File: config.mk
export PLATFORM = sky130hd
export DESIGN_NAME = rwpc_datapath
export DESIGN_NICKNAME = d
export VERILOG_FILES = /design/src/design/rwpc_pkg.sv /design/src/design/rwpc_datapath.sv
export SDC_FILE = /design/constraint.sdc
export NUM_CORES = 2
export LEC_CHECK = 0
export BUFFER_PORTS_ARGS = -buffer_cell sky130_fd_sc_hd__buf_2
export CAP_MARGIN = 40
export CELL_PAD_IN_SITES_DETAIL_PLACEMENT = 1
export CELL_PAD_IN_SITES_GLOBAL_PLACEMENT = 1
export CORE_MARGIN = 1
export CORE_UTILIZATION = 50
export DETAILED_ROUTE_END_ITERATION = 8
export GPL_TIMING_DRIVEN = 0
export HOLD_SLACK_MARGIN = 0.1
export PLACE_DENSITY = 0.91
export SETUP_SLACK_MARGIN = 0.4
export SYNTH_ARGS = -nofsm -noshare
export SYNTH_HDL_FRONTEND = slang
export SYNTH_SLANG_ARGS = --single-unit
File: constraint.sdc
create_clock -name aclk -period 11.1 [get_ports aclk]
set_input_delay 1.11 -clock aclk [delete_from_list [all_inputs] [get_ports aclk]]
set_output_delay 1.11 -clock aclk [all_outputs]
set_load 0.01 [all_outputs]
File: src/design/rwpc_pkg.sv
// ----------------------------------------------------------------------------
// rwpc_pkg: shared types and constants for rectangle pixel coverage
// Fixed-point widths, register indexes, corner codes and the command and
// status bundles that join the controller and the datapath.
// ----------------------------------------------------------------------------
package rwpc_pkg;

    // fixed-point layout
    localparam int FRAC_BITS  = 16;
    localparam int EDGE_SHIFT = FRAC_BITS + 1;
    localparam int CENTER_W   = 29;
    localparam int COORD_W    = CENTER_W + 1 - FRAC_BITS;
    localparam int EDGE_W     = 32;
    localparam int IPIX_W     = EDGE_W - EDGE_SHIFT;
    localparam int WX_W       = EDGE_SHIFT + 1;
    localparam int AREA_W     = FRAC_BITS + 1;
    localparam int PROD_W     = 2 * WX_W;
    localparam int PIX_W      = 12;
    localparam int ITEM_W     = 16;
    localparam int DIM_W      = 23;
    localparam int SIDE_W     = 13;
    localparam int PAD_W      = 2;

    // clipping limits
    localparam logic [PAD_W-1:0]  MAX_PADDING    = 2'd3;
    localparam logic [SIDE_W-1:0] MAX_IMAGE_SIDE = 13'd4096;

    // area of a fully covered pixel
    localparam logic [AREA_W-1:0] AREA_FULL = AREA_W'(1) << FRAC_BITS;

    // configuration port
    localparam int CFG_IDX_W  = 3;
    localparam int CFG_DATA_W = DIM_W;

    localparam logic [CFG_IDX_W-1:0] CFG_WINDOW_PADDING = 3'd0;
    localparam logic [CFG_IDX_W-1:0] CFG_IMAGE_WIDTH    = 3'd1;
    localparam logic [CFG_IDX_W-1:0] CFG_IMAGE_HEIGHT   = 3'd2;
    localparam logic [CFG_IDX_W-1:0] CFG_RECT_WIDTH     = 3'd3;
    localparam logic [CFG_IDX_W-1:0] CFG_RECT_HEIGHT    = 3'd4;

    // reset values of the registers
    localparam logic [PAD_W-1:0]  RST_PADDING = 2'd1;
    localparam logic [SIDE_W-1:0] RST_SIDE    = 13'd2048;
    localparam logic [DIM_W-1:0]  RST_DIM     = DIM_W'(1) << FRAC_BITS;

    // corner product codes: bit 1 picks the right column, bit 0 the top row
    localparam int CORNER_W = 2;
    localparam logic [CORNER_W-1:0] CORNER_LB = 2'd0;
    localparam logic [CORNER_W-1:0] CORNER_LT = 2'd1;
    localparam logic [CORNER_W-1:0] CORNER_RB = 2'd2;
    localparam logic [CORNER_W-1:0] CORNER_RT = 2'd3;

    // commands from the controller
    typedef struct packed {
        logic                load;
        logic                step_a;
        logic                step_b;
        logic                step_c;
        logic                corner;
        logic [CORNER_W-1:0] corner_sel;
        logic                emit;
    } ctrl_cmd_t;

    // status back to the controller
    typedef struct packed {
        logic outside;
        logic empty;
        logic last;
        logic out_free;
    } ctrl_status_t;

endpackage

File: src/design/rwpc_datapath.sv
// ----------------------------------------------------------------------------
// rwpc_datapath: window clipping, edge weights and pixel scan
// Holds the configuration registers, the per-rectangle setup registers, a
// shared corner multiplier, the scan counters and the output register.
// ----------------------------------------------------------------------------
module rwpc_datapath (
    input  logic                                       aclk,
    input  logic                                       aresetn,
    // configuration
    input  logic                                       cfg_write,
    input  logic [rwpc_pkg::CFG_IDX_W-1:0]             cfg_index,
    input  logic [rwpc_pkg::CFG_DATA_W-1:0]            cfg_data,
    // input payload
    input  logic signed [rwpc_pkg::CENTER_W-1:0]       s_center_x,
    input  logic signed [rwpc_pkg::CENTER_W-1:0]       s_center_y,
    input  logic [rwpc_pkg::ITEM_W-1:0]                s_item_number,
    // controller link
    input  rwpc_pkg::ctrl_cmd_t                        cmd,
    output rwpc_pkg::ctrl_status_t                     status,
    // result channel
    output logic                                       m_valid,
    input  logic                                       m_ready,
    output logic [rwpc_pkg::PIX_W-1:0]                 m_pixel_x,
    output logic [rwpc_pkg::PIX_W-1:0]                 m_pixel_y,
    output logic [rwpc_pkg::AREA_W-1:0]                m_covered_area,
    output logic [rwpc_pkg::ITEM_W-1:0]                m_source_item,
    output logic                                       m_last_pixel
);

    localparam int CW   = rwpc_pkg::CENTER_W;
    localparam int CRW  = rwpc_pkg::COORD_W;
    localparam int EW   = rwpc_pkg::EDGE_W;
    localparam int ES   = rwpc_pkg::EDGE_SHIFT;
    localparam int IW   = rwpc_pkg::IPIX_W;
    localparam int WW   = rwpc_pkg::WX_W;
    localparam int AW   = rwpc_pkg::AREA_W;
    localparam int PW   = rwpc_pkg::PIX_W;
    localparam int FB   = rwpc_pkg::FRAC_BITS;
    localparam int DW   = rwpc_pkg::DIM_W;
    localparam int SW   = rwpc_pkg::SIDE_W;
    localparam int PDW  = rwpc_pkg::PAD_W;

    // ------------------------------------------------------------------
    // configuration registers
    // ------------------------------------------------------------------
    logic [PDW-1:0] padding_reg;
    logic [SW-1:0]  img_w_reg, img_h_reg;
    logic [DW-1:0]  rect_w_reg, rect_h_reg;

    always_ff @(posedge aclk) begin
        if (!aresetn) begin
            padding_reg <= rwpc_pkg::RST_PADDING;
            img_w_reg   <= rwpc_pkg::RST_SIDE;
            img_h_reg   <= rwpc_pkg::RST_SIDE;
            rect_w_reg  <= rwpc_pkg::RST_DIM;
            rect_h_reg  <= rwpc_pkg::RST_DIM;
        end else if (cfg_write) begin
            unique case (cfg_index)
                rwpc_pkg::CFG_WINDOW_PADDING: padding_reg <= cfg_data[PDW-1:0];
                rwpc_pkg::CFG_IMAGE_WIDTH:    img_w_reg   <= cfg_data[SW-1:0];
                rwpc_pkg::CFG_IMAGE_HEIGHT:   img_h_reg   <= cfg_data[SW-1:0];
                rwpc_pkg::CFG_RECT_WIDTH:     rect_w_reg  <= cfg_data[DW-1:0];
                rwpc_pkg::CFG_RECT_HEIGHT:    rect_h_reg  <= cfg_data[DW-1:0];
                default: ;
            endcase
        end
    end

    // effective limits
    logic [PDW-1:0]        pad_eff;
    logic [SW-1:0]         img_w_eff, img_h_eff;
    logic signed [CRW-1:0] pad_s, nx1, ny1;

    always_comb begin
        pad_eff   = (padding_reg > rwpc_pkg::MAX_PADDING) ? rwpc_pkg::MAX_PADDING : padding_reg;
        img_w_eff = (img_w_reg > rwpc_pkg::MAX_IMAGE_SIDE) ? rwpc_pkg::MAX_IMAGE_SIDE : img_w_reg;
        img_h_eff = (img_h_reg > rwpc_pkg::MAX_IMAGE_SIDE) ? rwpc_pkg::MAX_IMAGE_SIDE : img_h_reg;
        pad_s     = $signed(CRW'(pad_eff));
        nx1       = $signed(CRW'(img_w_eff)) - $signed(CRW'(1));
        ny1       = $signed(CRW'(img_h_eff)) - $signed(CRW'(1));
    end

    // ------------------------------------------------------------------
    // input capture
    // ------------------------------------------------------------------
    logic signed [CW-1:0]            cx_reg, cy_reg;
    logic [rwpc_pkg::ITEM_W-1:0]     item_reg;

    always_ff @(posedge aclk) begin
        if (cmd.load) begin
            cx_reg   <= s_center_x;
            cy_reg   <= s_center_y;
            item_reg <= s_item_number;
        end
    end

    // ------------------------------------------------------------------
    // setup a: centre pixel, window bounds, exact rectangle edges
    // ------------------------------------------------------------------
    logic signed [CW:0]    bias_x, bias_y, sum_x, sum_y;
    logic signed [CRW-1:0] ix, iy, wl, wr, wb, wt;
    logic signed [EW-1:0]  cx_ext, cy_ext, w_ext, h_ext;
    logic                  outside_a;

    logic signed [CRW-1:0] l_reg, r_reg, b_reg, t_reg;
    logic signed [EW-1:0]  x1_reg, x2_reg, y1_reg, y2_reg;
    logic                  outside_reg;

    always_comb begin
        // truncate toward zero: bias negative values before the floor
        bias_x = $signed({{(CW + 1 - FB){1'b0}}, {FB{cx_reg[CW-1]}}});
        bias_y = $signed({{(CW + 1 - FB){1'b0}}, {FB{cy_reg[CW-1]}}});
        sum_x  = $signed({cx_reg[CW-1], cx_reg}) + bias_x;
        sum_y  = $signed({cy_reg[CW-1], cy_reg}) + bias_y;
        ix     = $signed(sum_x[CW:FB]);
        iy     = $signed(sum_y[CW:FB]);
        wl     = ix - pad_s;
        wr     = ix + pad_s;
        wb     = iy - pad_s;
        wt     = iy + pad_s;
        outside_a = (wl > nx1) || (wr < 0) || (wb > ny1) || (wt < 0);
        cx_ext = $signed({{(EW - CW){cx_reg[CW-1]}}, cx_reg});
        cy_ext = $signed({{(EW - CW){cy_reg[CW-1]}}, cy_reg});
        w_ext  = $signed({{(EW - DW){1'b0}}, rect_w_reg});
        h_ext  = $signed({{(EW - DW){1'b0}}, rect_h_reg});
    end

    always_ff @(posedge aclk) begin
        if (cmd.step_a) begin
            l_reg       <= (wl < 0) ? '0 : wl;
            r_reg       <= (wr > nx1) ? nx1 : wr;
            b_reg       <= (wb < 0) ? '0 : wb;
            t_reg       <= (wt > ny1) ? ny1 : wt;
            x1_reg      <= (cx_ext <<< 1) - w_ext;
            x2_reg      <= (cx_ext <<< 1) + w_ext;
            y1_reg      <= (cy_ext <<< 1) - h_ext;
            y2_reg      <= (cy_ext <<< 1) + h_ext;
            outside_reg <= outside_a;
        end
    end

    // ------------------------------------------------------------------
    // setup b: first and last pixel per axis, clamped to the window
    // ------------------------------------------------------------------
    logic signed [EW-1:0] x2m1, y2m1;
    logic signed [IW-1:0] imin_raw, imax_raw, jmin_raw, jmax_raw;
    logic signed [IW-1:0] l_i, r_i, b_i, t_i;
    logic signed [EW-1:0] l_e, r1_e, b_e, t1_e;

    logic signed [IW-1:0] imin_reg, imax_reg, jmin_reg, jmax_reg;
    logic signed [EW-1:0] x1c_reg, x2c_reg, y1c_reg, y2c_reg;

    always_comb begin
        x2m1     = x2_reg - $signed(EW'(1));
        y2m1     = y2_reg - $signed(EW'(1));
        imin_raw = $signed(x1_reg[EW-1:ES]);
        imax_raw = $signed(x2m1[EW-1:ES]);
        jmin_raw = $signed(y1_reg[EW-1:ES]);
        jmax_raw = $signed(y2m1[EW-1:ES]);
        l_i      = $signed({l_reg[CRW-1], l_reg});
        r_i      = $signed({r_reg[CRW-1], r_reg});
        b_i      = $signed({b_reg[CRW-1], b_reg});
        t_i      = $signed({t_reg[CRW-1], t_reg});
        l_e      = $signed({{(EW - CRW){l_reg[CRW-1]}}, l_reg}) <<< ES;
        b_e      = $signed({{(EW - CRW){b_reg[CRW-1]}}, b_reg}) <<< ES;
        r1_e     = ($signed({{(EW - CRW){r_reg[CRW-1]}}, r_reg}) + $signed(EW'(1))) <<< ES;
        t1_e     = ($signed({{(EW - CRW){t_reg[CRW-1]}}, t_reg}) + $signed(EW'(1))) <<< ES;
    end

    always_ff @(posedge aclk) begin
        if (cmd.step_b) begin
            if (imin_raw < l_i) begin
                imin_reg <= l_i;
                x1c_reg  <= l_e;
            end else begin
                imin_reg <= imin_raw;
                x1c_reg  <= x1_reg;
            end
            if (imax_raw > r_i) begin
                imax_reg <= r_i;
                x2c_reg  <= r1_e;
            end else begin
                imax_reg <= imax_raw;
                x2c_reg  <= x2_reg;
            end
            if (jmin_raw < b_i) begin
                jmin_reg <= b_i;
                y1c_reg  <= b_e;
            end else begin
                jmin_reg <= jmin_raw;
                y1c_reg  <= y1_reg;
            end
            if (jmax_raw > t_i) begin
                jmax_reg <= t_i;
                y2c_reg  <= t1_e;
            end else begin
                jmax_reg <= jmax_raw;
                y2c_reg  <= y2_reg;
            end
        end
    end

    // ------------------------------------------------------------------
    // setup c: empty check and edge weights
    // ------------------------------------------------------------------
    logic signed [EW-1:0] xb_e, yb_e, xr_e, yt_e;
    logic signed [EW-1:0] wx1_full, wx2_full, wy1_full, wy2_full;

    logic [WW-1:0] wx1_reg, wx2_reg, wy1_reg, wy2_reg;
    logic          empty_reg;

    always_comb begin
        xb_e = ($signed({{(EW - IW){imin_reg[IW-1]}}, imin_reg}) + $signed(EW'(1))) <<< ES;
        yb_e = ($signed({{(EW - IW){jmin_reg[IW-1]}}, jmin_reg}) + $signed(EW'(1))) <<< ES;
        xr_e = $signed({{(EW - IW){imax_reg[IW-1]}}, imax_reg}) <<< ES;
        yt_e = $signed({{(EW - IW){jmax_reg[IW-1]}}, jmax_reg}) <<< ES;
        wx1_full = (x2c_reg > xb_e) ? (xb_e - x1c_reg) : (x2c_reg - x1c_reg);
        wy1_full = (y2c_reg > yb_e) ? (yb_e - y1c_reg) : (y2c_reg - y1c_reg);
        wx2_full = x2c_reg - xr_e;
        wy2_full = y2c_reg - yt_e;
    end

    always_ff @(posedge aclk) begin
        if (cmd.step_c) begin
            wx1_reg   <= wx1_full[WW-1:0];
            wx2_reg   <= wx2_full[WW-1:0];
            wy1_reg   <= wy1_full[WW-1:0];
            wy2_reg   <= wy2_full[WW-1:0];
            empty_reg <= (x1c_reg >= x2c_reg) || (y1c_reg >= y2c_reg);
        end
    end

    // ------------------------------------------------------------------
    // corner products through one shared multiplier
    // ------------------------------------------------------------------
    logic [WW-1:0]                 mul_a, mul_b;
    logic [rwpc_pkg::PROD_W-1:0]   mul_p;
    logic [AW-1:0]                 corner_reg [4];

    always_comb begin
        mul_a = cmd.corner_sel[1] ? wx2_reg : wx1_reg;
        mul_b = cmd.corner_sel[0] ? wy2_reg : wy1_reg;
        mul_p = rwpc_pkg::PROD_W'(mul_a) * rwpc_pkg::PROD_W'(mul_b);
    end

    always_ff @(posedge aclk) begin
        if (cmd.corner) begin
            corner_reg[cmd.corner_sel] <= mul_p[AW + FB + 1:FB + 2];
        end
    end

    // ------------------------------------------------------------------
    // pixel scan: left column takes its top corner second
    // ------------------------------------------------------------------
    logic [PW-1:0] cur_i_reg, cur_j_reg;
    logic          top_done_reg;
    logic [PW-1:0] imin_p, imax_p, jmin_p, jmax_p, j_after;
    logic          is_left, is_right, is_bot, is_top, single_row, col_end, last;
    logic [AW-1:0] area;

    always_comb begin
        imin_p     = imin_reg[PW-1:0];
        imax_p     = imax_reg[PW-1:0];
        jmin_p     = jmin_reg[PW-1:0];
        jmax_p     = jmax_reg[PW-1:0];
        is_left    = (cur_i_reg == imin_p);
        is_right   = (cur_i_reg == imax_p);
        is_bot     = (cur_j_reg == jmin_p);
        is_top     = (cur_j_reg == jmax_p);
        single_row = (jmin_p == jmax_p);
        j_after    = is_top ? (jmin_p + PW'(1)) : (cur_j_reg + PW'(1));
        if (is_left) begin
            col_end = single_row || (top_done_reg && (j_after == jmax_p));
        end else begin
            col_end = is_top;
        end
        last = col_end && is_right;

        // covered area by column and row kind
        if (is_left) begin
            if (is_bot)      area = corner_reg[rwpc_pkg::CORNER_LB];
            else if (is_top) area = corner_reg[rwpc_pkg::CORNER_LT];
            else             area = wx1_reg[WW-1:1];
        end else if (is_right) begin
            if (is_bot)      area = corner_reg[rwpc_pkg::CORNER_RB];
            else if (is_top) area = corner_reg[rwpc_pkg::CORNER_RT];
            else             area = wx2_reg[WW-1:1];
        end else begin
            if (is_bot)      area = wy1_reg[WW-1:1];
            else if (is_top) area = wy2_reg[WW-1:1];
            else             area = rwpc_pkg::AREA_FULL;
        end
    end

    always_ff @(posedge aclk) begin
        if (cmd.step_c) begin
            cur_i_reg    <= imin_reg[PW-1:0];
            cur_j_reg    <= jmin_reg[PW-1:0];
            top_done_reg <= 1'b0;
        end else if (cmd.emit) begin
            if (col_end) begin
                cur_i_reg    <= cur_i_reg + PW'(1);
                cur_j_reg    <= jmin_p;
                top_done_reg <= 1'b0;
            end else if (is_left && !top_done_reg) begin
                cur_j_reg    <= jmax_p;
                top_done_reg <= 1'b1;
            end else begin
                cur_j_reg    <= j_after;
            end
        end
    end

    // ------------------------------------------------------------------
    // output register
    // ------------------------------------------------------------------
    logic m_valid_reg;

    always_ff @(posedge aclk) begin
        if (!aresetn) begin
            m_valid_reg <= 1'b0;
        end else if (cmd.emit) begin
            m_valid_reg <= 1'b1;
        end else if (m_ready) begin
            m_valid_reg <= 1'b0;
        end
    end

    always_ff @(posedge aclk) begin
        if (cmd.emit) begin
            m_pixel_x      <= cur_i_reg;
            m_pixel_y      <= cur_j_reg;
            m_covered_area <= area;
            m_source_item  <= item_reg;
            m_last_pixel   <= last;
        end
    end

    assign m_valid = m_valid_reg;

    // status to the controller
    always_comb begin
        status          = '0;
        status.outside  = outside_reg;
        status.empty    = empty_reg;
        status.last     = last;
        status.out_free = !m_valid_reg || m_ready;
    end

endmodule

==> reports/qor.txt <==
status -> finished, final reports clean
Worst Setup End Kind -> register
H-tree depth -> 3
RSZ-0062 raised after global routing -> no
max-slew violation count -> 0
post-route ant nets -> 0
CTS tree -> built
Remaining DRCs -> 0
CP dominant cell by count -> fa_1
Worst Setup Start Kind -> input port
number of flops mapped to enable cells by yosys -> 626
Crit Path Max Fanout -> 10
Final Cell Area -> 58200 sq um
mean post-synth cell area -> 10.1 sq um
XOR/XNOR Fraction of Synth Area -> 0.0635
Longest Clk Path Bufs -> 3
Overflow after GRT -> 0
M1 wire length -> 69200 um
Port Buffers -> 173
Yosys reg bits -> 702
WP data arrival -> 11.01 ns
Req. time, crit path -> 11.48 ns
Period minus WS final -> 10.63 ns
FFs w/ async S/R, synth -> 0
drt initial violations -> 4250
max-cap viol count -> 0
Placed Cells -> 6768
Post-DP Area -> 55500 sq um
Peak Freq -> 94.1 MHz
synth warn -> 0
most frequent cells after synthesis -> edfxtp_1 (626), inv_1 (608), nand2_1 (545)
share of the core filled with cells -> 0.561
Hold Vio Cnt, Final -> 0
Worst Max-Slew Pin Slew -> 1.26 ns
metal2 WL -> 90900 um
number of global-route vias before repair -> 46600
Synth area leaders -> edfxtp_1 (36%), ha_1 (11%), fa_1 (10%), inv_1 (4.3%), xnor2_1 (4.0%)
Synth top area share -> 0.358
Crit Path Category -> input port to register
Die ar. -> 106000 sq um
Slew headroom -> 0.162
Most used DFF post-synth -> edfxtp_1
final std cells w/o fill -> 6918
endpoints failing setup -> 0
Post-Synth Adder-Cell Area -> 0.214
layout cell share with drive strength beyond 1 -> 0.0918
Total Wirelength -> 189000 um
setup bufs post-CTS -> 0
cell chosen for the clock root -> clkbuf_16
total track usage -> 0.347
sequential area share after synthesis -> 0.387
DIE WIDTH -> 326 um
Final Cycle Share -> 0.958
DPL Wire Length -> 141000 um
Yosys top cell by area -> edfxtp_1
Mapped Area -> 52500 sq um
count leader, synth -> edfxtp_1
Net count, final -> 6323
first drt pass iteration count -> 7
vias per cell -> 6.26
top layer in use -> met5
largest family of logic cells by synthesized area -> adder cells
Final Skew -> 0.0313 ns
wire per inst -> 27.4 um
area fraction in compound gates after synthesis -> 0.100
WL met3 -> 15100 um
core area -> 104000 sq um
Worst-Skew Late Latency -> 0.68 ns
worst min path class -> register to register
crit path max-delay cell type -> a2111oi_0
GPL Wtd Cong -> 0.969
Yosys cell types -> 97
Fillers -> 11400
mux share of post-synthesis cell area -> 0.0391
detailed-route via count -> 43300
# IOs -> 175
Vert. Die Dim -> 326 um
Syn-to-layout area delta -> 10.8%
Clock transition at path regs -> 0.06 ns
CTS Sinks -> 702
Initial Util -> 0.506
initial antenna violation count -> 10
Inserted Clock Buffers -> 78
simple-gate portion of the synthesized area -> 0.139
CP peak stage delay -> 0.88 ns
largest net degree at the start of global routing -> 130
Mapped Cells -> 5184
first-pass GRT wire length -> 281000 um
max reg flops -> 68
FP Rows -> 118
Fin Hold WS -> 0.420 ns
[per-layer routing]
layer | track usage | vias to the layer above
li1 | - | 18400
met1 | 0.407 | 21700
met2 | 0.590 | 2452
met3 | 0.0603 | 825
met4 | 0.218 | 10
met5 | 0 | -
[per-stage QoR]
step	setup TNS (ns)	worst slack [ns]
after detailed placement	0	0.00935
after global placement	-0.942	-0.203
after floorplan	0	2.88
after global routing	0	0.410
after CTS	0	0.665
final	0	0.472
[cells by family (layout without fill, tap and decap cells)]
family	count (synthesis)	in the layout
AO/OA/AOI/OAI	814	814
buffers and inverters	797	1147
other	1	5
XOR/XNOR	381	381
AND/OR/NAND/NOR	1560	1560
adder cells (fa/ha/maj)	740	740
multiplexers	189	189
flip-flops	702	702
[placed cells by master (no fill, tap or decap), types with 119 or more instances in the layout]
cell,count
edfxtp_1,626
inv_1,608
nand2_1,545
ha_1,475
nor2_1,403
fa_1,263
xnor2_1,237
a21oi_1,234
buf_2,184
clkbuf_1,171
o21ai_0,171
xor2_1,144
nand3_1,119
[layout make-up]
class                      instances  area (sq um)  area share
sequential                       702         20300       0.349
buffer                           188           743      0.0128
tap                             1380          1730      0.0297
timing repair buffer             208          1260      0.0217
inverter                         609          2290      0.0393
clock buffer                      97          2100      0.0360
clock inverter                    45           589      0.0101
antenna                            3          7.51    0.000129
multi-input combinational       3686         29200       0.501
[timing repair]
item,CTS,global route
resized for setup,0,1
hold buffers,0,0
setup endpoints to repair,0,4
[path summary, 6_finish.rpt]
kind	startpoint	endpoint	slack [ns]	cells after the start
worst max-delay path	cmd[1]	corner_reg[1][16]	0.47	28
worst min-delay path	item_reg[7]	m_source_item[7]	0.42	0
worst max register to register	wy2_reg[13]	corner_reg[1][16]	1.95	25
worst min register to register	item_reg[7]	m_source_item[7]	0.42	0
[worst max-delay path: cells and delay by family]
family                     cells  cell delay (ns)
xor gates and xnor gates       1             0.50
muxes                          1             0.67
adders and majority gates      7             3.23
buffers and inverters          9             2.72
AOI/OAI and AO/OA              6             2.33
and+or+nand+nor                4             0.47
Power is not shown: default switching activity piles up to over one toggle a cycle in this logic, so the estimate is an artifact.
